$ cat config.mk
export PLATFORM = sky130hd
export DESIGN_NAME = tilt_gyro_complementary_blend_unit_flat
export DESIGN_NICKNAME = d
export VERILOG_FILES = /design/src/hw/rtl/tgcb_pkg.sv /design/src/hw/rtl/tgcb_stream_if.sv /design/src/hw/rtl/tgcb_ctrl.sv /design/src/hw/rtl/tgcb_dpath.sv /design/src/hw/rtl/tilt_gyro_complementary_blend_unit.sv /design/src/flat_wrapper.sv
export SDC_FILE = /design/constraint.sdc
export NUM_CORES = 1
export LEC_CHECK = 0
export ABC_AREA = 1
export BUFFER_PORTS_ARGS = -buffer_cell sky130_fd_sc_hd__buf_2
export CORE_MARGIN = 5
export CORE_UTILIZATION = 62
export DETAILED_ROUTE_END_ITERATION = 8
export PLACE_DENSITY = 0.78
export SLEW_MARGIN = 20
export SYNTH_ARGS = -nofsm -noshare
export SYNTH_HDL_FRONTEND = slang
export SYNTH_SLANG_ARGS = --single-unit
$ cat constraint.sdc
create_clock -name clk -period 5.6 [get_ports clk]
set_input_delay 0.56 -clock clk [delete_from_list [all_inputs] [get_ports clk]]
set_output_delay 0.56 -clock clk [all_outputs]
set_load 0.02 [all_outputs]
$ cat src/hw/rtl/tgcb_pkg.sv
//------------------------------------------------------------------------------
// tgcb_pkg
// Shared types and constants for the tilt / gyro complementary blend unit.
//------------------------------------------------------------------------------
package tgcb_pkg;

	localparam int NUM_REGS = 8;
	localparam int CFG_IDX_W = 3;
	localparam int CFG_DATA_W = 32;

	localparam logic [CFG_IDX_W-1:0] REG_ACCEL_RANGE = 3'd0;
	localparam logic [CFG_IDX_W-1:0] REG_GYRO_RANGE  = 3'd1;
	localparam logic [CFG_IDX_W-1:0] REG_BLEND_W     = 3'd2;
	localparam logic [CFG_IDX_W-1:0] REG_TILT_OFS_X  = 3'd3;
	localparam logic [CFG_IDX_W-1:0] REG_TILT_OFS_Y  = 3'd4;
	localparam logic [CFG_IDX_W-1:0] REG_DRIFT_X     = 3'd5;
	localparam logic [CFG_IDX_W-1:0] REG_DRIFT_Y     = 3'd6;
	localparam logic [CFG_IDX_W-1:0] REG_DRIFT_Z     = 3'd7;

	localparam int MAX_STEPS = 24;

	typedef struct packed {
		logic signed [15:0] accel_x;
		logic signed [15:0] accel_y;
		logic signed [15:0] accel_z;
		logic signed [15:0] rate_x;
		logic signed [15:0] rate_y;
		logic signed [15:0] rate_z;
		logic [15:0]        elapsed_ms;
	} in_item_t;

	typedef struct packed {
		logic signed [31:0] roll_deg;
		logic signed [31:0] pitch_deg;
		logic signed [31:0] yaw_deg;
	} out_item_t;

	// controller -> datapath
	typedef struct packed {
		logic load;       // latch input item, start root
		logic sqrt_step;  // one root iteration (both axes)
		logic cordic_init;
		logic cordic_step;
		logic gyro_mul;   // rate*fs/250 as a shift (per axis index)
		logic gyro_mul2;  // *ms
		logic gyro_div;   // halve with rounding (/500 in all) and accumulate
		logic blend_mul;
		logic blend_fin;
		logic [1:0] axis;
	} dp_cmd_t;

	// datapath -> controller
	typedef struct packed {
		logic sqrt_done;
		logic cordic_done;
	} dp_stat_t;

	function automatic logic signed [31:0] atan_deg(input logic [4:0] i);
		logic signed [31:0] r;
		case (i)
			5'd0: r = 32'sd2949120;  5'd1: r = 32'sd1740967;
			5'd2: r = 32'sd919879;   5'd3: r = 32'sd466945;
			5'd4: r = 32'sd234379;   5'd5: r = 32'sd117305;
			5'd6: r = 32'sd58666;    5'd7: r = 32'sd29335;
			5'd8: r = 32'sd14668;    5'd9: r = 32'sd7334;
			5'd10: r = 32'sd3667;    5'd11: r = 32'sd1833;
			5'd12: r = 32'sd917;     5'd13: r = 32'sd458;
			5'd14: r = 32'sd229;     5'd15: r = 32'sd115;
			5'd16: r = 32'sd57;      5'd17: r = 32'sd29;
			5'd18: r = 32'sd14;      5'd19: r = 32'sd7;
			5'd20: r = 32'sd4;       5'd21: r = 32'sd2;
			5'd22: r = 32'sd1;
			default: r = 32'sd0;
		endcase
		return r;
	endfunction

	function automatic logic [10:0] gyro_fs(input logic [1:0] sel);
		logic [10:0] r;
		case (sel)
			2'd0: r = 11'd250;
			2'd1: r = 11'd500;
			2'd2: r = 11'd1000;
			default: r = 11'd2000;
		endcase
		return r;
	endfunction

endpackage

$ cat src/hw/rtl/tgcb_stream_if.sv
//------------------------------------------------------------------------------
// tgcb_stream_if
// Valid/ready channel carrying one payload beat.
//------------------------------------------------------------------------------
interface tgcb_stream_if #(parameter type T = logic);
	logic valid;
	logic ready;
	T     data;
	modport source (output valid, output data, input ready);
	modport sink (input valid, input data, output ready);
endinterface

$ cat src/hw/rtl/tgcb_ctrl.sv
//------------------------------------------------------------------------------
// tgcb_ctrl
// Sequencer: root, CORDIC, gyro integration and blend phases per beat.
//------------------------------------------------------------------------------
module tgcb_ctrl (
	input  logic              clk,
	input  logic              arst_n,
	input  logic              in_valid,
	output logic              in_ready,
	output logic              out_valid,
	input  logic              out_ready,
	input  tgcb_pkg::dp_stat_t stat,
	output tgcb_pkg::dp_cmd_t  cmd
);
	import tgcb_pkg::*;

	localparam logic [2:0] ST_IDLE = 3'd0;
	localparam logic [2:0] ST_SQRT = 3'd1;
	localparam logic [2:0] ST_CORD = 3'd2;
	localparam logic [2:0] ST_GYRO = 3'd3;
	localparam logic [2:0] ST_BLND = 3'd4;
	localparam logic [2:0] ST_OUT  = 3'd5;

	logic [2:0] state_q;
	logic [1:0] axis_q;
	logic [1:0] sub_q;

	assign in_ready  = (state_q == ST_IDLE);
	assign out_valid = (state_q == ST_OUT);

	always_comb begin
		cmd = '0;
		cmd.axis = axis_q;
		unique case (state_q)
			ST_IDLE: cmd.load = in_valid;
			ST_SQRT: cmd.sqrt_step = 1'b1;
			ST_CORD: begin
				cmd.cordic_init = (sub_q == 2'd0);
				cmd.cordic_step = (sub_q != 2'd0);
			end
			ST_GYRO: begin
				cmd.gyro_mul  = (sub_q == 2'd0);
				cmd.gyro_mul2 = (sub_q == 2'd1);
				cmd.gyro_div  = (sub_q == 2'd2);
			end
			ST_BLND: begin
				cmd.blend_mul = (sub_q == 2'd0);
				cmd.blend_fin = (sub_q == 2'd1);
			end
			ST_OUT: ;
			default: ;
		endcase
	end

	always_ff @(posedge clk or negedge arst_n) begin
		if (!arst_n) begin
			state_q <= ST_IDLE;
			axis_q  <= '0;
			sub_q   <= '0;
		end else begin
			unique case (state_q)
				ST_IDLE: if (in_valid) state_q <= ST_SQRT;
				ST_SQRT: if (stat.sqrt_done) begin
					state_q <= ST_CORD;
					sub_q   <= '0;
				end
				ST_CORD: begin
					if (sub_q == 2'd0) sub_q <= 2'd1;
					else if (stat.cordic_done) begin
						state_q <= ST_GYRO;
						sub_q   <= '0;
						axis_q  <= '0;
					end
				end
				ST_GYRO: begin
					if (sub_q == 2'd2) begin
						sub_q <= '0;
						if (axis_q == 2'd2) begin
							axis_q  <= '0;
							state_q <= ST_BLND;
						end else axis_q <= axis_q + 2'd1;
					end else sub_q <= sub_q + 2'd1;
				end
				ST_BLND: begin
					if (sub_q == 2'd1) begin
						sub_q <= '0;
						if (axis_q == 2'd1) begin
							axis_q  <= '0;
							state_q <= ST_OUT;
						end else axis_q <= axis_q + 2'd1;
					end else sub_q <= 2'd1;
				end
				ST_OUT: if (out_ready) state_q <= ST_IDLE;
				default: state_q <= ST_IDLE;
			endcase
		end
	end
endmodule

$ cat src/hw/rtl/tgcb_dpath.sv
//------------------------------------------------------------------------------
// tgcb_dpath
// Datapath: bit-serial roots, shared-step CORDIC pair, gyro integrators,
// blend multiplier and configuration registers.
//------------------------------------------------------------------------------
module tgcb_dpath #(
	parameter int CORDIC_STEPS = 16
) (
	input  logic                                 clk,
	input  logic                                 arst_n,
	input  logic                                 cfg_we,
	input  logic [tgcb_pkg::CFG_IDX_W-1:0]       cfg_idx,
	input  logic [tgcb_pkg::CFG_DATA_W-1:0]      cfg_data,
	input  tgcb_pkg::in_item_t                   in_item,
	input  tgcb_pkg::dp_cmd_t                    cmd,
	output tgcb_pkg::dp_stat_t                   stat,
	output tgcb_pkg::out_item_t                  out_item
);
	import tgcb_pkg::*;

	localparam int CNT_W = $clog2(MAX_STEPS + 1);

	logic [1:0]         gyro_sel_q;
	logic [15:0]        blend_w_q;
	logic signed [31:0] tilt_ofs_q [2];
	logic signed [31:0] drift_q [3];

	always_ff @(posedge clk or negedge arst_n) begin
		if (!arst_n) begin
			gyro_sel_q  <= 2'd3;
			blend_w_q   <= 16'd62915;
			tilt_ofs_q[0] <= '0; tilt_ofs_q[1] <= '0;
			drift_q[0] <= '0; drift_q[1] <= '0; drift_q[2] <= '0;
		end else if (cfg_we) begin
			unique case (cfg_idx)
				REG_ACCEL_RANGE: ; // full scale cancels in the tilt angles
				REG_GYRO_RANGE:  gyro_sel_q  <= cfg_data[1:0];
				REG_BLEND_W:     blend_w_q   <= cfg_data[15:0];
				REG_TILT_OFS_X:  tilt_ofs_q[0] <= cfg_data;
				REG_TILT_OFS_Y:  tilt_ofs_q[1] <= cfg_data;
				REG_DRIFT_X:     drift_q[0] <= cfg_data;
				REG_DRIFT_Y:     drift_q[1] <= cfg_data;
				REG_DRIFT_Z:     drift_q[2] <= cfg_data;
				default: ;
			endcase
		end
	end

	// latched item
	in_item_t item_q;
	always_ff @(posedge clk) if (cmd.load) item_q <= in_item;

	// --- roots: two restoring square roots of 50-bit radicands, 25 steps
	logic [49:0] rad_q [2];
	logic [25:0] rem_q [2];
	logic [24:0] root_q [2];
	logic [4:0]  sq_cnt_q;
	logic [32:0] sumsq [2];
	logic signed [31:0] p0, p1, p2, p3;

	assign p0 = in_item.accel_x * in_item.accel_x;
	assign p1 = in_item.accel_z * in_item.accel_z;
	assign p2 = in_item.accel_y * in_item.accel_y;
	assign sumsq[0] = {1'b0, p0} + {1'b0, p1};
	assign sumsq[1] = {1'b0, p2} + {1'b0, p1};
	assign p3 = '0;

	always_ff @(posedge clk) begin
		if (cmd.load) begin
			for (int k = 0; k < 2; k++) begin
				rad_q[k]  <= {sumsq[k] + {1'b0, p3}, 16'd0} ;
				rem_q[k]  <= '0;
				root_q[k] <= '0;
			end
			sq_cnt_q <= '0;
		end else if (cmd.sqrt_step) begin
			for (int k = 0; k < 2; k++) begin
				logic [27:0] trial;
				logic [27:0] r2;
				r2 = {rem_q[k], rad_q[k][49:48]};
				trial = r2 - {1'b0, root_q[k], 2'b01};
				if (!trial[27]) begin
					rem_q[k]  <= trial[25:0];
					root_q[k] <= {root_q[k][23:0], 1'b1};
				end else begin
					rem_q[k]  <= r2[25:0];
					root_q[k] <= {root_q[k][23:0], 1'b0};
				end
				rad_q[k] <= {rad_q[k][47:0], 2'b00};
			end
			sq_cnt_q <= sq_cnt_q + 5'd1;
		end
	end

	// --- CORDIC vectoring, both tilt axes in lockstep
	logic signed [31:0] cx_q [2], cy_q [2], cz_q [2];
	logic [CNT_W-1:0]   ci_q;
	logic               zero_q [2];
	logic signed [24:0] num [2];

	assign num[0] = 25'(item_q.accel_y) <<< 8;
	assign num[1] = -(25'(item_q.accel_x) <<< 8);

	always_ff @(posedge clk) begin
		if (cmd.cordic_init) begin
			for (int k = 0; k < 2; k++) begin
				cx_q[k] <= 32'($signed({1'b0, root_q[k]}));
				cy_q[k] <= 32'(num[k]);
				cz_q[k] <= '0;
				zero_q[k] <= (root_q[k] == '0) && (num[k] == '0);
			end
			ci_q <= '0;
		end else if (cmd.cordic_step) begin
			for (int k = 0; k < 2; k++) begin
				logic signed [31:0] xs, ys;
				xs = cx_q[k] >>> ci_q;
				ys = cy_q[k] >>> ci_q;
				if (!cy_q[k][31]) begin
					cx_q[k] <= cx_q[k] + ys;
					cy_q[k] <= cy_q[k] - xs;
					cz_q[k] <= cz_q[k] + atan_deg(5'(ci_q));
				end else begin
					cx_q[k] <= cx_q[k] - ys;
					cy_q[k] <= cy_q[k] + xs;
					cz_q[k] <= cz_q[k] - atan_deg(5'(ci_q));
				end
			end
			ci_q <= ci_q + CNT_W'(1);
		end
	end

	assign stat = '{
		sqrt_done:   (sq_cnt_q == 5'd24) && cmd.sqrt_step,
		cordic_done: cmd.cordic_step && (ci_q == CNT_W'(CORDIC_STEPS - 1))
	};

	// --- gyro integration, one axis at a time
	// fs / 500 is 2^sel / 2, so the increment is rate * ms * 2^sel halved,
	// rounded half away from zero
	logic signed [31:0] gang_q [3];
	logic signed [27:0] rf_s1;
	logic signed [44:0] n_s2;
	logic signed [15:0] rate_sel;

	always_comb begin
		case (cmd.axis)
			2'd0: rate_sel = item_q.rate_x;
			2'd1: rate_sel = item_q.rate_y;
			default: rate_sel = item_q.rate_z;
		endcase
	end

	logic [44:0] mag;
	logic [44:0] q500;
	logic signed [46:0] inc;
	logic signed [47:0] acc_sum;
	assign mag  = n_s2[44] ? 45'(-n_s2) + 45'd1 : 45'(n_s2) + 45'd1;
	assign q500 = {1'b0, mag[44:1]};
	assign inc = n_s2[44] ? -$signed({2'b00, q500}) : $signed({2'b00, q500});
	assign acc_sum = 48'(gang_q[cmd.axis]) + 48'(inc) - 48'(drift_q[cmd.axis]);

	always_ff @(posedge clk or negedge arst_n) begin
		if (!arst_n) begin
			gang_q[0] <= '0; gang_q[1] <= '0; gang_q[2] <= '0;
		end else if (cmd.gyro_div) begin
			if (acc_sum > 48'sd2147483647) gang_q[cmd.axis] <= 32'h7fffffff;
			else if (acc_sum < -48'sd2147483648) gang_q[cmd.axis] <= 32'h80000000;
			else gang_q[cmd.axis] <= acc_sum[31:0];
		end
	end

	always_ff @(posedge clk) begin
		if (cmd.gyro_mul) rf_s1 <= 28'(rate_sel) <<< gyro_sel_q;
		if (cmd.gyro_mul2) n_s2 <= rf_s1 * $signed({1'b0, item_q.elapsed_ms});
	end

	// --- blend
	logic signed [32:0] tilt;
	logic signed [50:0] bm_g_s1, bm_a_s1;
	logic signed [51:0] bsum;
	logic signed [35:0] bsh;
	logic signed [31:0] res_q [2];

	assign tilt = (zero_q[cmd.axis[0]] ? 33'sd0 : 33'(cz_q[cmd.axis[0]]))
		- 33'(tilt_ofs_q[cmd.axis[0]]);
	assign bsum = 52'(bm_g_s1) + 52'(bm_a_s1) + 52'sd32768;
	assign bsh  = 36'(bsum >>> 16);

	always_ff @(posedge clk) begin
		if (cmd.blend_mul) begin
			bm_g_s1 <= $signed({1'b0, blend_w_q}) * gang_q[cmd.axis[0]];
			bm_a_s1 <= $signed(18'd65536 - {2'b0, blend_w_q}) * tilt;
		end
		if (cmd.blend_fin) begin
			if (bsh > 36'sd2147483647) res_q[cmd.axis[0]] <= 32'h7fffffff;
			else if (bsh < -36'sd2147483648) res_q[cmd.axis[0]] <= 32'h80000000;
			else res_q[cmd.axis[0]] <= bsh[31:0];
		end
	end

	assign out_item = '{
		roll_deg:  res_q[0],
		pitch_deg: res_q[1],
		yaw_deg:   gang_q[2]
	};
endmodule

$ cat src/hw/rtl/tilt_gyro_complementary_blend_unit.sv
//------------------------------------------------------------------------------
// tilt_gyro_complementary_blend_unit
// Complementary tilt filter: accel tilt via root + CORDIC, gyro integration.
//------------------------------------------------------------------------------
// One input beat (raw accel xyz, gyro xyz, elapsed ms) yields one output beat
// (roll, pitch, yaw in Q16.16 degrees). Channels are valid/ready; a beat moves
// when both are high. The user must write registers through cfg_we/cfg_idx/
// cfg_data only while the unit is idle; the block itself does not enforce it.
// Sequence: after the accepting edge, the bit-serial roots (2 bits per cycle),
// a CORDIC init and CORDIC_STEPS shared shift-add steps, the three gyro axes
// in turn (scale, multiply by ms, round and accumulate) and the roll and pitch
// blend (multiply, round and saturate); the result is then held until taken.
// One beat is in flight at a time, and after the result is taken the unit
// returns to idle before it accepts the next beat.
// Reset clears the gyro angles and loads register defaults. While the receiver
// stalls, the result holds and no new beat is accepted.
//------------------------------------------------------------------------------
module tilt_gyro_complementary_blend_unit #(
	parameter int CORDIC_STEPS = 16
) (
	input  logic                              clk,
	input  logic                              arst_n,
	input  logic                              cfg_we,
	input  logic [tgcb_pkg::CFG_IDX_W-1:0]    cfg_idx,
	input  logic [tgcb_pkg::CFG_DATA_W-1:0]   cfg_data,
	tgcb_stream_if.sink                       in_ch,
	tgcb_stream_if.source                     out_ch
);
	import tgcb_pkg::*;

	dp_cmd_t  cmd;
	dp_stat_t stat;

	tgcb_ctrl u_ctrl (
		.clk(clk), .arst_n(arst_n),
		.in_valid(in_ch.valid), .in_ready(in_ch.ready),
		.out_valid(out_ch.valid), .out_ready(out_ch.ready),
		.stat(stat), .cmd(cmd)
	);

	tgcb_dpath #(.CORDIC_STEPS(CORDIC_STEPS)) u_dpath (
		.clk(clk), .arst_n(arst_n),
		.cfg_we(cfg_we), .cfg_idx(cfg_idx), .cfg_data(cfg_data),
		.in_item(in_ch.data), .cmd(cmd), .stat(stat), .out_item(out_ch.data)
	);
endmodule

$ cat src/flat_wrapper.sv
// flat-port wrapper written by rule: the top's interface ports become plain ports
module tilt_gyro_complementary_blend_unit_flat import tgcb_pkg::*;
#(
	parameter int CORDIC_STEPS = 16
)
  (clk, arst_n, cfg_we, cfg_idx, cfg_data, in_ch_valid, in_ch_data, in_ch_ready, out_ch_valid, out_ch_data, out_ch_ready);
  tgcb_stream_if in_ch_i ();
  tgcb_stream_if out_ch_i ();
  input  logic clk;
  input  logic arst_n;
  input  logic cfg_we;
  input  logic [tgcb_pkg::CFG_IDX_W-1:0] cfg_idx;
  input  logic [tgcb_pkg::CFG_DATA_W-1:0] cfg_data;
  input wire logic [$bits(in_ch_i.valid)-1:0] in_ch_valid;
  input wire logic [$bits(in_ch_i.data)-1:0] in_ch_data;
  output wire logic [$bits(in_ch_i.ready)-1:0] in_ch_ready;
  output wire logic [$bits(out_ch_i.valid)-1:0] out_ch_valid;
  output wire logic [$bits(out_ch_i.data)-1:0] out_ch_data;
  input wire logic [$bits(out_ch_i.ready)-1:0] out_ch_ready;
  assign in_ch_i.valid = in_ch_valid;
  assign in_ch_i.data = in_ch_data;
  assign in_ch_ready = in_ch_i.ready;
  assign out_ch_valid = out_ch_i.valid;
  assign out_ch_data = out_ch_i.data;
  assign out_ch_i.ready = out_ch_ready;
  tilt_gyro_complementary_blend_unit #(.CORDIC_STEPS(CORDIC_STEPS)) u_core (.clk(clk), .arst_n(arst_n), .cfg_we(cfg_we), .cfg_idx(cfg_idx), .cfg_data(cfg_data), .in_ch(in_ch_i), .out_ch(out_ch_i));
endmodule
Yosys cells after proc, flatten, opt, wreduce, memory -nomap -nowiden
Cells that the tools add are included.

storage, ports and cells
  latch bits = 0
  RAM bits = 0
  logic and storage cells = 117
  memories kept = 0
  register bits after elaboration = 285
  input bits = 41
  bits in read-only memories = 0

cells by class
  reduce and logical (&&, ||, !) cells = 15
  div/mod/pow operators = 0
  equality and inequality tests = 25
  shift-type cells = 1
  order comparisons = 4
  add/subtract/negate cells = 10
  muxes and demuxes = 39
  bitwise gates (word level) = 7
  $mul = 1

operators by type and width
  cell                                                                     count
  96-bit 2-to-1 mux                                                        2
  32-bit 2-to-1 mux                                                        5
  32-bit binary-select mux with 2-bit select                               2
  96-bit bitwise mux                                                       1
  93-bit bitwise AND                                                       1
  93-bit NOT                                                               1
  93-bit OR                                                                1
  45-bit by 1-bit adder with 45-bit output (second input constant)         2
  32-bit demux with 2-bit select                                           1
  32-bit by 47-bit adder with 48-bit output                                1
  48-bit by 32-bit > comparator with 1-bit output (second input constant)  1
  48-bit by 32-bit < comparator with 1-bit output (second input constant)  1
  48-bit by 32-bit subtractor with 48-bit output                           1
  47-bit 2-to-1 mux                                                        1
  44-bit negator with 47-bit output                                        1
  45-bit 2-to-1 mux                                                        1
  45-bit negator                                                           1
  28-bit by 2-bit multiplier with 30-bit output                            1
  3-bit 2-to-1 mux                                                         10
  1-bit by 2-bit <<< shifter with 28-bit output (first input constant)     1
  2-bit 2-to-1 mux                                                         10
  3-bit case mux with 6 select lines                                       1
  3-bit == test (second input constant)                                    5
  2-bit inequality test (second input constant)                            6
  other kinds (29)                                                         44

Longest topological paths before layout
Gate-level depths: netlist of run 1.

  depth after elaboration = 10
  gate-level depth with buffers = 29
  gate-level depth less buffers = 24

Modules after synthesis
A second synthesis of run 1 with hierarchy kept.

unflattened totals
  cell total of the unflattened synthesis = 21518
  area total of the unflattened synthesis = 162203.1 um^2

modules (own cells, without submodules)
  module                              cells each  seq. area each (um^2)  area an instance (um^2)  times used
  tgcb_dpath                          21421       28162.0                161501.1                 1
  tgcb_ctrl                           96          175.2                  698.2                    1
  tilt_gyro_complementary_blend_unit  1           0.0                    3.8                      1

Worst setup path after synthesis of run 1
Ideal clock, no wire load.

  path type = register -> register
  start = reg u_core.u_ctrl.axis_q[1]
  end = reg u_core.u_dpath.gang_q[65] in the netlist's numbering
  data arrival time = 3.971 ns
  slack = 1.512 ns
  stages on the path, launching flop included = 27
  path buffers = 5
  clock period less this slack = 4.088 ns
  path through = dfrtp_1 > nor2_1 > clkbuf_1 > buf_1 > clkbuf_1 > a221oi_1 > ha_1 > ha_1 > fa_1 > nand3_1 > inv_1 > nand2_1 > nand3_1 > nand2_1 > nand2_1 > nand2_1 > nand2_1 > nand2_1 > nand2_2 > o21bai_4 > buf_6 > nand3_1 > nand2_2 > inv_2 > buf_2 > nand2_1 > nand2_1

on the way
  longest elaborated chain between the ends = 9
  elaborated cells between the ends (all ways) = 22

ends and longest elaborated chain
  item                                                                                         RTL line           text
  start: declaration                                                                           tgcb_ctrl.sv:25    logic [1:0] axis_q;
  start signal: assignment                                                                     tgcb_ctrl.sv:81    end else axis_q <= axis_q + 2'd1;
  start signal: assignment                                                                     tgcb_ctrl.sv:90    end else axis_q <= axis_q + 2'd1;
  2-bit NOT with 3-bit output (implied by the code) *                                          -
  32-bit binary-select mux with 2-bit select, or another cell as far along                     tgcb_dpath.sv:160  assign acc_sum = 48'(gang_q[cmd.axis]) + 48'(inc) - 48'(drift_q[cmd.axis]);
  32-bit 2-to-1 mux (implied by the code) or 1-bit logical AND (tied branches)                 -
  32-bit 2-to-1 mux, on equally long branches                                                  -
  32-bit by 47-bit adder with 48-bit output or 32-bit demux with 2-bit select (tied branches)  -
  48-bit by 32-bit subtractor with 48-bit output or 93-bit NOT (tied branches)                 -
  48-bit by 32-bit < comparator with 1-bit output, or another cell as far along                tgcb_dpath.sv:167  else if (acc_sum < -48'sd2147483648) gang_q[cmd.axis] <= 32'h80000000;
  96-bit 2-to-1 mux                                                                            tgcb_dpath.sv:167
  96-bit 2-to-1 mux *                                                                          tgcb_dpath.sv:166  if (acc_sum > 48'sd2147483647) gang_q[cmd.axis] <= 32'h7fffffff;
  end signal: indexed assignment                                                               tgcb_dpath.sv:168  else gang_q[cmd.axis] <= acc_sum[31:0];
  end: declaration                                                                             tgcb_dpath.sv:140  logic signed [31:0] gang_q [3];

Mark *: on every way between the ends. The rest lies on a longest branch, timed or not. The select of a mux whose other input is x is not followed.
A chain may end at the register's enable or synchronous reset.

Worst setup path after layout of run 1
  start = reg u_core.u_ctrl.axis_q[1]
  end = reg u_core.u_dpath.gang_q[89] in the netlist's numbering

Same word-level chain as after synthesis.

==> out/qor.yml, run 1 <==
clock_network:
  cts_buffers: 25
  ctsHoldBuffers: 0
  cts-htree-levels: 1
  clock_latency_ps: 530
  cts_sinks: 209
  root_buffer: "clkbuf_16"
  cts_tree: "built"
  cts.path.max_buffers: 3
  post_cts_buffers: 0
  clkTransAtPathRegs_ps: 60
  cts-resized-gates: 0
grt:
  grt_first_pass_wirelength_mm: 69.7
  grt_usage: 0.310
  grt_max_degree: 126
  antenna_found_initial: 1
  grt_overflow: 0
  grt_pass1_vias: 13800
critical_path:
  crit_type: "reg -> reg"
  critical_path.top_delay_family: "simple AND/OR/NAND/NOR gates"
  slowest_delay_ps: 610
  path_buf_inv: 4
  critPathCaptureType: "register"
  regToRegSetupSlack_ps: 320
  start_kind: "register"
  slowest_stage: "inv_2"
  path_cells: "inv_1, nor2_4, inv_2, buf_4, nor2_1, a221oi_1, ha_1, fa_1, nand3_1, nand3_1, nand2_1, nand2_1, nand2_1, nand2_1, nand2_1, nand3_1, nand2_4, o21ai_4, nand3_1, nand2_2, inv_2, nand2_1, nand2_1"
  required_ps: 6070
  crit_fanout: 31
  arrival_ps: 5750
  crit_top_cell: "nand2_1"
die:
  die_area_mm2: 0.0273
  dieWidth_um: 165
  core_area_mm2: 0.0236
  floorplan.initialDensity: 0.634
  die_h_um: 165
  io_pins: 44
  rows: 56
synth:
  ys_warn_count: 0
  async_flop_share: 0.952
  synth_cell_types: 43
  ys_ff_latch: 209
  yosysSeqAreaShare: 0.346
  ys.flop_type: "dfrtp_1"
  synth.net_count: 2430
  netlist_area_mm2: 0.0150
  synth_area_leaders: "dfrtp_1 33%, nand2_1 25%, nand3_1 8.3%"
  synth_top_cell_by_area: "dfrtp_1"
  synth_top_area_frac: 0.333
  synth_area_per_cell_um2: 6.45
  synthCells: 2320
  synth_edf_count: 0
timing:
  finalSetupViolCount: 0
  worstMarginPinSlew_ps: 833
  final_hold_viol_count: 0
  tns_ps: 0
  rsz0062_at_grt: "false"
  fmax_mhz: 190
  clock-skew-final_ps: 16.8
  finalCriticalPeriod_ps: 5280
  period_share: 0.942
  relSlewSlack: 0.445
  drv_slew: 0
cells_and_area:
  area_growth_pct: 8.01
  num_antenna_cells: 0
  drive_above_1_share: 0.0599
  nNetsFinal: 2394
drt:
  dr.pass1.iters: 5
  vias: 15200
  remaining_drc_errors: 0
  wl_mm: 41.8
  drtIter0Drc: 1947
  detail-route-antenna-nets: 0
  via_per_inst: 5.78
  avgRoutedWirePerCell_um: 15.9
placement:
  port_buffers: 42
  hpwlAfterDp_mm: 27.2
  globalplace.congestion: 0.937
flow_run:
  maxCapViolCount: 0
status:
  status: "completed"
hold_path:
  min_path_type: "in -> async"
metrics by stage:
stage	hold slack (ps)	cell area [um^2]	utilization	cells	setup slack, ps
6_report	59.2	16200	0.684	2621	323
5_1_grt	131	16200	0.684	2621	75.4
4_1_cts	95.7	16200	0.684	2621	445
3_5_place_dp	473	15300	0.649	2576	481
3_3_place_gp	465	15300	0.649	2576	571
2_1_floorplan	264	15000	-	2320	1510
Yosys cell counts, types with 3 or more instances:
library cell	n
nand2_1	992
nand3_1	249
o21ai_0	209
dfrtp_1	199
inv_1	183
nor2_1	81
clkbuf_1	74
ha_1	68
a21oi_1	46
buf_2	42
a221oi_1	31
a22oi_1	30
xor2_1	18
nor3_1	17
buf_1	11
dfxtp_1	10
buf_4	7
inv_2	6
nand3b_1	5
nand2_2	4
o21bai_1	4
o22ai_1	4
clkbuf_2	3
cell type report:
type,count,area [um^2]
Clock buffer,40,762
Clock inverter,5,63.8
Tap cell,319,399
Inverter,191,717
Multi-Input combinational cell,1782,8520
Timing Repair Buffer,75,517
Sequential cell,209,5180
Fill cell,2144,7450
cells in the final DEF, fill, tap and decap left out, types with 3 or more instances in the layout:
master,n
nand2_1,991
nand3_1,246
o21ai_0,209
dfrtp_1,199
inv_1,182
nor2_1,78
ha_1,68
a21oi_1,46
buf_2,41
a221oi_1,31
a22oi_1,30
buf_4,29
clkbuf_16,25
xor2_1,18
nor3_1,16
dfxtp_1,10
clkbuf_8,9
inv_2,7
clkbuf_1,7
nand3b_1,5
nand2_2,4
o21bai_1,4
o22ai_1,4
buf_12,4
nor2_4,3
metal layers:
layer / part of all wire / GRT usage / vias to the layer above
li1: - / - / 7402
met1: 0.44 / 0.460 / 7011
met2: 0.45 / 0.488 / 668
met3: 0.085 / 0.0397 / 74
met4: 0.020 / 0.0727 / 2
met5: 0.00019 / 0 / -
cells by family (layout without fill, tap and decap cells):
group | Yosys count | after routing | synth area share
buf+inv | 329 | 311 | 0.0886
xor+xnor | 19 | 19 | 0.0111
fa+ha+maj | 69 | 69 | 0.0582
flops | 209 | 209 | 0.346
compound gates | 334 | 334 | 0.128
simple gates | 1360 | 1360 | 0.368
final timing paths:
check | cells after the start | end | start
setup / recovery | 23 | u_core.u_dpath.gang_q[89]$_DFFE_PN0P_ | u_core.u_ctrl.axis_q[1]$_DFFE_PN0P_
hold / removal | 1 | u_core.u_ctrl.state_q[2]$_DFFE_PN0P_ | arst_n
setup reg to reg | 23 | u_core.u_dpath.gang_q[89]$_DFFE_PN0P_ | u_core.u_ctrl.axis_q[1]$_DFFE_PN0P_
hold reg to reg | 2 | u_core.u_dpath.drift_q[49]$_DFFE_PN0P_ | u_core.u_dpath.drift_q[49]$_DFFE_PN0P_
max in group asynchronous | 2 | u_core.u_dpath.drift_q[59]$_DFFE_PN0P_ | arst_n
min in group clk | 3 | u_core.u_dpath.drift_q[4]$_DFFE_PN0P_ | cfg_data[4]
sequential cells by signal, summed over array words and instances (netlist names):
register	flops
u_core.u_dpath.sq_cnt_q	5
u_core.u_ctrl.state_q	3
u_core.u_ctrl.axis_q	2
u_core.u_dpath.out_item	32
u_core.u_dpath.ci_q	5
u_core.u_dpath.drift_q	96
u_core.u_ctrl.sub_q	2
u_core.u_dpath.gang_q	64
Power of run 1 is left out: the tool's default activity adds up to more than one toggle a clock period on the data nets, which glitch-free logic cannot reach.
==> inputs of run 2 (changes only) <==
--- a/config.mk
+++ b/config.mk
@@ -7,6 +7,7 @@
 export LEC_CHECK = 0
 export ABC_AREA = 1
 export BUFFER_PORTS_ARGS = -buffer_cell sky130_fd_sc_hd__buf_2
+export CAP_MARGIN = 30
 export CORE_MARGIN = 5
 export CORE_UTILIZATION = 62
 export DETAILED_ROUTE_END_ITERATION = 8
==> constraint.sdc (replaced) <==
create_clock -name clk -period 5.6 [get_ports clk]
set_input_delay 0.28 -clock clk [delete_from_list [all_inputs] [get_ports clk]]
set_output_delay 0.28 -clock clk [all_outputs]
set_load 0.02 [all_outputs]
==> run 2 against run 1 <==
  * Critical path depth stayed put
  * Highest routed layer is now met4
  * Sequential share of layout area is 0.69 points lower
  * Critical endpoint is now u_core.u_dpath.out_item[11]$_DFFE_PN0P_
  * Clock skew is 2.4 ps higher
  * First-iteration DRC count is 7.3% lower
  * Global-route usage is 0.94 points higher
  * Design area is 2.2% higher
==> out/qor.yml, run 2 (synthesis gave the netlist of run 1 again) <==
cells_and_area:
  nNetsFinal: 2430
  num_antenna_cells: 0
  layout_common_cells: "991 x nand2_1, 246 x nand3_1, 209 x o21ai_0"
  area_growth_pct: 10.4
  drive_above_1_share: 0.0608
  layout_commonest_cell: "nand2_1"
  largest_reg_flops: 96
  largest-register: "u_core.u_dpath.drift_q"
  final_area_mm2: 0.0165
  n_fill_cell: 2038
placement:
  hpwlAfterDp_mm: 27.8
  globalplace.congestion: 0.943
  place_ws_ps: 450
  dpl_cell_area_mm2: 0.0153
  port_buffers: 42
clock_network:
  cts_buffers: 25
  cts_sinks: 209
  clkTransAtPathRegs_ps: 70
  cts.path.max_buffers: 3
  root_buffer: "clkbuf_16"
  cts_tree: "built"
  clock_latency_ps: 540
  cts-htree-levels: 1
drt:
  avgRoutedWirePerCell_um: 16.2
  vias: 15400
  drtIter0Drc: 1804
  detail-route-antenna-nets: 0
  remaining_drc_errors: 0
  via_per_inst: 5.80
  dr.pass1.iters: 6
  wl_mm: 43.1
die:
  core_area_mm2: 0.0236
  die_h_um: 165
  io_pins: 44
  dieWidth_um: 165
  floorplan.initialDensity: 0.634
  die_area_mm2: 0.0273
  rows: 56
grt:
  grt_usage: 0.320
  grt_max_degree: 119
  antenna_found_initial: 0
  grt_pass1_vias: 14500
  grt_first_pass_wirelength_mm: 71.6
  grt_overflow: 0
critical_path:
  regToRegStartpoint: "u_core.u_ctrl.axis_q[1]$_DFFE_PN0P_"
  arrival_ps: 5730
  reg2regPathDepth: 23
  r2r-end: "u_core.u_dpath.out_item[11]$_DFFE_PN0P_"
  required_ps: 6060
  crit_top_cell: "nand2_1"
  slowest_delay_ps: 610
  crit_type: "reg -> reg"
  path_cells: "inv_1, nor2_4, inv_2, buf_4, nor2_1, a221oi_1, ha_1, fa_1, nand3_1, nand3_1, nand2_1, nand2_1, nand2_1, nand2_1, nand2_1, nand3_1, nand2_4, o21ai_4, nand3_1, nand2_1, inv_2, nand2_1, nand2_1"
  critPathCaptureType: "register"
  slowest_stage: "inv_2"
  crit_fanout: 31
  start_kind: "register"
  regToRegSetupSlack_ps: 330
  path_buf_inv: 4
  critical_path.top_delay_family: "simple AND/OR/NAND/NOR gates"
timing:
  finalWorstSetupSlack_ps: 328
  clock-skew-final_ps: 19.2
  drv_slew: 0
  worstMarginPinSlew_ps: 855
  relSlewSlack: 0.430
  final_hold_viol_count: 0
  finalCriticalPeriod_ps: 5270
  tns_ps: 0
  finalSetupViolCount: 0
  rsz0062_at_grt: "false"
  period_share: 0.941
  fmax_mhz: 190
hold_path:
  worstHoldStart: "cfg_idx[2]"
  min_to: "u_core.u_dpath.drift_q[15]$_DFFE_PN0P_"
  min_path_cells: 5
  min_path_type: "in -> reg"
status:
  status: "completed"
flow_run:
  maxCapViolCount: 0
[run 2: worst max-delay path by stage]
stage / from / endpoint / slack (ps) / depth (start not counted)
final: u_core.u_ctrl.axis_q[1]$_DFFE_PN0P_ / u_core.u_dpath.out_item[11]$_DFFE_PN0P_ / 330 / 23
after global routing: u_core.u_ctrl.axis_q[1]$_DFFE_PN0P_ / u_core.u_dpath.out_item[1]$_DFFE_PN0P_ / 50 / 23
after CTS: u_core.u_ctrl.axis_q[1]$_DFFE_PN0P_ / u_core.u_dpath.gang_q[50]$_DFFE_PN0P_ / 430 / 23
after detailed placement: u_core.u_ctrl.axis_q[1]$_DFFE_PN0P_ / u_core.u_dpath.gang_q[50]$_DFFE_PN0P_ / 450 / 23
after global placement: u_core.u_ctrl.axis_q[1]$_DFFE_PN0P_ / u_core.u_dpath.gang_q[60]$_DFFE_PN0P_ / 530 / 23
after floorplan: u_core.u_ctrl.axis_q[1]$_DFFE_PN0P_ / u_core.u_dpath.gang_q[65]$_DFFE_PN0P_ / 1510 / 26
[run 2: worst register-to-register path, stage by stage (launching register included)]
cell	delay [ps]
dfrtp_1	450
inv_1	150
nor2_4	50
inv_2	260
buf_4	330
nor2_1	70
a221oi_1	420
ha_1	370
fa_1	470
nand3_1	110
nand3_1	150
nand2_1	130
nand2_1	110
nand2_1	80
nand2_1	120
nand2_1	90
nand3_1	110
nand2_4	310
o21ai_4	220
nand3_1	140
nand2_1	230
inv_2	610
nand2_1	140
nand2_1	90
[run 2: repair_timing]
item                                    CTS  global route
hold buffers                             33             0
endpoints found under the setup margin    0            48
endpoints found under the hold margin   113             0
buffers inserted                          0             0
gates resized for setup                   0             3
[run 2: area by class of cell]
class | instances | area, um^2 | area share
clock buffers | 37 | 741 | 0.0448
clock inverters | 7 | 95.1 | 0.00576
inverters | 191 | 719 | 0.0436
multi-input cells | 1782 | 8520 | 0.516
flip-flops and latches | 209 | 5180 | 0.314
well taps | 319 | 399 | 0.0242
repair buffers | 111 | 861 | 0.0521
[run 2: per-stage QoR]
| step | cells | hold slack (ps) | utilization |
|---|---|---|---|
| 6_report | 2656 | 145 | 0.700 |
| 5_1_grt | 2656 | 176 | 0.700 |
| 4_1_cts | 2656 | 130 | 0.699 |
| 3_5_place_dp | 2579 | 385 | 0.650 |
| 3_3_place_gp | 2579 | 390 | 0.650 |
| 2_1_floorplan | 2320 | -15.6 | - |
[run 2: per-layer routing]
layer / GRT usage / share of wire / vias up
met3: 0.0526 / 0.088 / 90
met5: 0 / 0 / -
li1: - / - / 7469
met2: 0.514 / 0.46 / 715
met4: 0.0934 / 0.026 / 0
met1: 0.448 / 0.43 / 7131
Power of run 2 is left out for the same reason.
==> inputs of run 3 (changes only) <==
--- a/config.mk
+++ b/config.mk
@@ -10,6 +10,8 @@
 export CAP_MARGIN = 30
 export CORE_MARGIN = 5
 export CORE_UTILIZATION = 62
+export CTS_BUF_LIST = sky130_fd_sc_hd__clkbuf_8
+export CTS_CLUSTER_DIAMETER = 100
 export DETAILED_ROUTE_END_ITERATION = 8
 export PLACE_DENSITY = 0.78
 export SLEW_MARGIN = 20
==> run 3 against run 2 <==
  * Core utilization down 0.28 points
  * Flip-flop and latch count unchanged
  * Hold slack worse by 16 ps
  * Sequential share of layout area up 0.12 points
  * Non-clock buffer count unchanged
  * Largest cell class unchanged
  * Highest routed layer unchanged
==> out/qor.yml, run 3 (synthesis gave the netlist of run 1 again) <==
cells_and_area:
  layout_common_cells: "991 x nand2_1, 246 x nand3_1, 209 x o21ai_0"
  final_area_mm2: 0.0165
  multi_input_area_mm2: 0.00852
  final-seq-area_mm2: 0.00518
  largest-register: "u_core.u_dpath.drift_q"
  num_antenna_cells: 0
  largest_reg_flops: 96
  area_growth_pct: 9.96
  layoutNonFillerInstCount: 2682
  n_fill_cell: 2069
  layout_commonest_cell: "nand2_1"
  drive_above_1_share: 0.0677
  nNetsFinal: 2444
critical_path:
  path_cells: "inv_1, nor2_4, inv_2, buf_4, nor2_1, a221oi_1, ha_1, ha_1, inv_1, nor2_1, nand2_1, nor3_1, nand2_1, nand3_1, nand2_4, o21bai_4, buf_12, inv_2, buf_4, o21ai_0, nand2_1, nand2_1, nand2_1"
  slowest_delay_ps: 630
  r2r-end: "u_core.u_dpath.gang_q[54]$_DFFE_PN0P_"
  startpoint: "u_core.u_ctrl.axis_q[1]$_DFFE_PN0P_"
  regToRegStartpoint: "u_core.u_ctrl.axis_q[1]$_DFFE_PN0P_"
  crit_top_cell: "nand2_1"
  required_ps: 6070
  crit_type: "reg -> reg"
  slowest_stage: "a221oi_1"
  regToRegSetupSlack_ps: 310
  arrival_ps: 5760
  start_kind: "register"
  reg2regPathDepth: 23
  critPathCaptureType: "register"
  crit_fanout: 55
clock_network:
  post_cts_buffers: 0
  cts_buffers: 39
  root_buffer: "clkbuf_8"
  cts_sinks: 209
  cts-htree-levels: 2
  cts_tree: "built"
  clkTransAtPathRegs_ps: 60
  cts.path.max_buffers: 3
  clock_latency_ps: 560
drt:
  wl_mm: 43.3
  drtIter0Drc: 1735
  avgRoutedWirePerCell_um: 16.1
  dr.pass1.iters: 8
  vias: 15500
  detail-route-antenna-nets: 0
  remaining_drc_errors: 0
  via_per_inst: 5.77
placement:
  dp_cells: 2579
  hpwlAfterDp_mm: 27.8
  dpl_cell_area_mm2: 0.0153
  place_ws_ps: 450
  port_buffers: 42
  globalplace.congestion: 0.943
timing:
  drv_slew: 0
  final_hold_viol_count: 0
  finalWorstSetupSlack_ps: 311
  finalSetupViolCount: 0
  finalCriticalPeriod_ps: 5290
  tns_ps: 0
  worstMarginPinSlew_ps: 853
  fmax_mhz: 189
  rsz0062_at_grt: "false"
  clock-skew-final_ps: 30.5
  period_share: 0.944
  relSlewSlack: 0.431
hold_path:
  min_path_cells: 5
  min_to: "u_core.u_dpath.drift_q[15]$_DFFE_PN0P_"
  min_path_type: "in -> reg"
  worstHoldStart: "cfg_idx[2]"
die:
  core_area_mm2: 0.0236
  rows: 56
  die_area_mm2: 0.0273
  floorplan.initialDensity: 0.634
  io_pins: 44
  dieWidth_um: 165
  die_h_um: 165
grt:
  grt_max_degree: 119
  grt_first_pass_wirelength_mm: 72.2
  grt_pass1_vias: 14600
  grt_usage: 0.324
  antenna_found_initial: 0
  grt_overflow: 0
flow_run:
  maxCapViolCount: 0
status:
  status: "completed"
## run 3: cell count changes in the layout (fill, tap and decap cells not counted), sizes merged
cell	change
inv	+14
bufinv	-2
clkbuf	+11
clkinv	+3
## run 3: routing by layer
metal	part of all wire	track usage	routed length, um	vias up
met5	0	0	0	-
met4	0.024	0.0997	1030	0
met3	0.092	0.0618	4000	89
met2	0.45	0.514	19500	693
met1	0.43	0.453	18700	7189
li1	-	-	-	7507
## run 3: worst max-delay path by stage
stage,end,slack [ps],cells after the start
after CTS,u_core.u_dpath.gang_q[54]$_DFFE_PN0P_,340,23
final,u_core.u_dpath.gang_q[54]$_DFFE_PN0P_,310,23
after floorplan,u_core.u_dpath.gang_q[65]$_DFFE_PN0P_,1510,26
after global routing,u_core.u_dpath.out_item[13]$_DFFE_PN0P_,30,23
after global placement,u_core.u_dpath.gang_q[60]$_DFFE_PN0P_,530,23
after detailed placement,u_core.u_dpath.gang_q[50]$_DFFE_PN0P_,450,23
## run 3: stage by stage
step            util  hold WS, ps
2_1_floorplan      -        -15.6
3_3_place_gp   0.650          390
3_5_place_dp   0.650          385
4_1_cts        0.697          101
6_report       0.697          129
5_1_grt        0.697          154
## run 3: what timing repair did
| item | in CTS | in global routing |
|---|---|---|
| setup endpoints to repair | 0 | 59 |
| gates resized for setup | 0 | 3 |
| hold buffers | 33 | 0 |
| endpoints found under the hold margin | 148 | 0 |
## run 3: cell type report
cell class,instances,share of cell area
multi-input combinational,1782,0.518
tap,319,0.0243
clock buffer,48,0.0402
timing repair buffer,111,0.0523
clock inverter,22,0.00669
sequential,209,0.315
inverter,191,0.0437
## run 3: critical path: cells and delay by family, from the launching register on
family	cells	cell delay (ps)
AOI/OAI and AO/OA	3	1160
adders and majority gates	2	740
buffers and inverters	7	1540
DFF	1	450
and+or+nand+nor	11	1280
Power of run 3 is left out for the same reason.
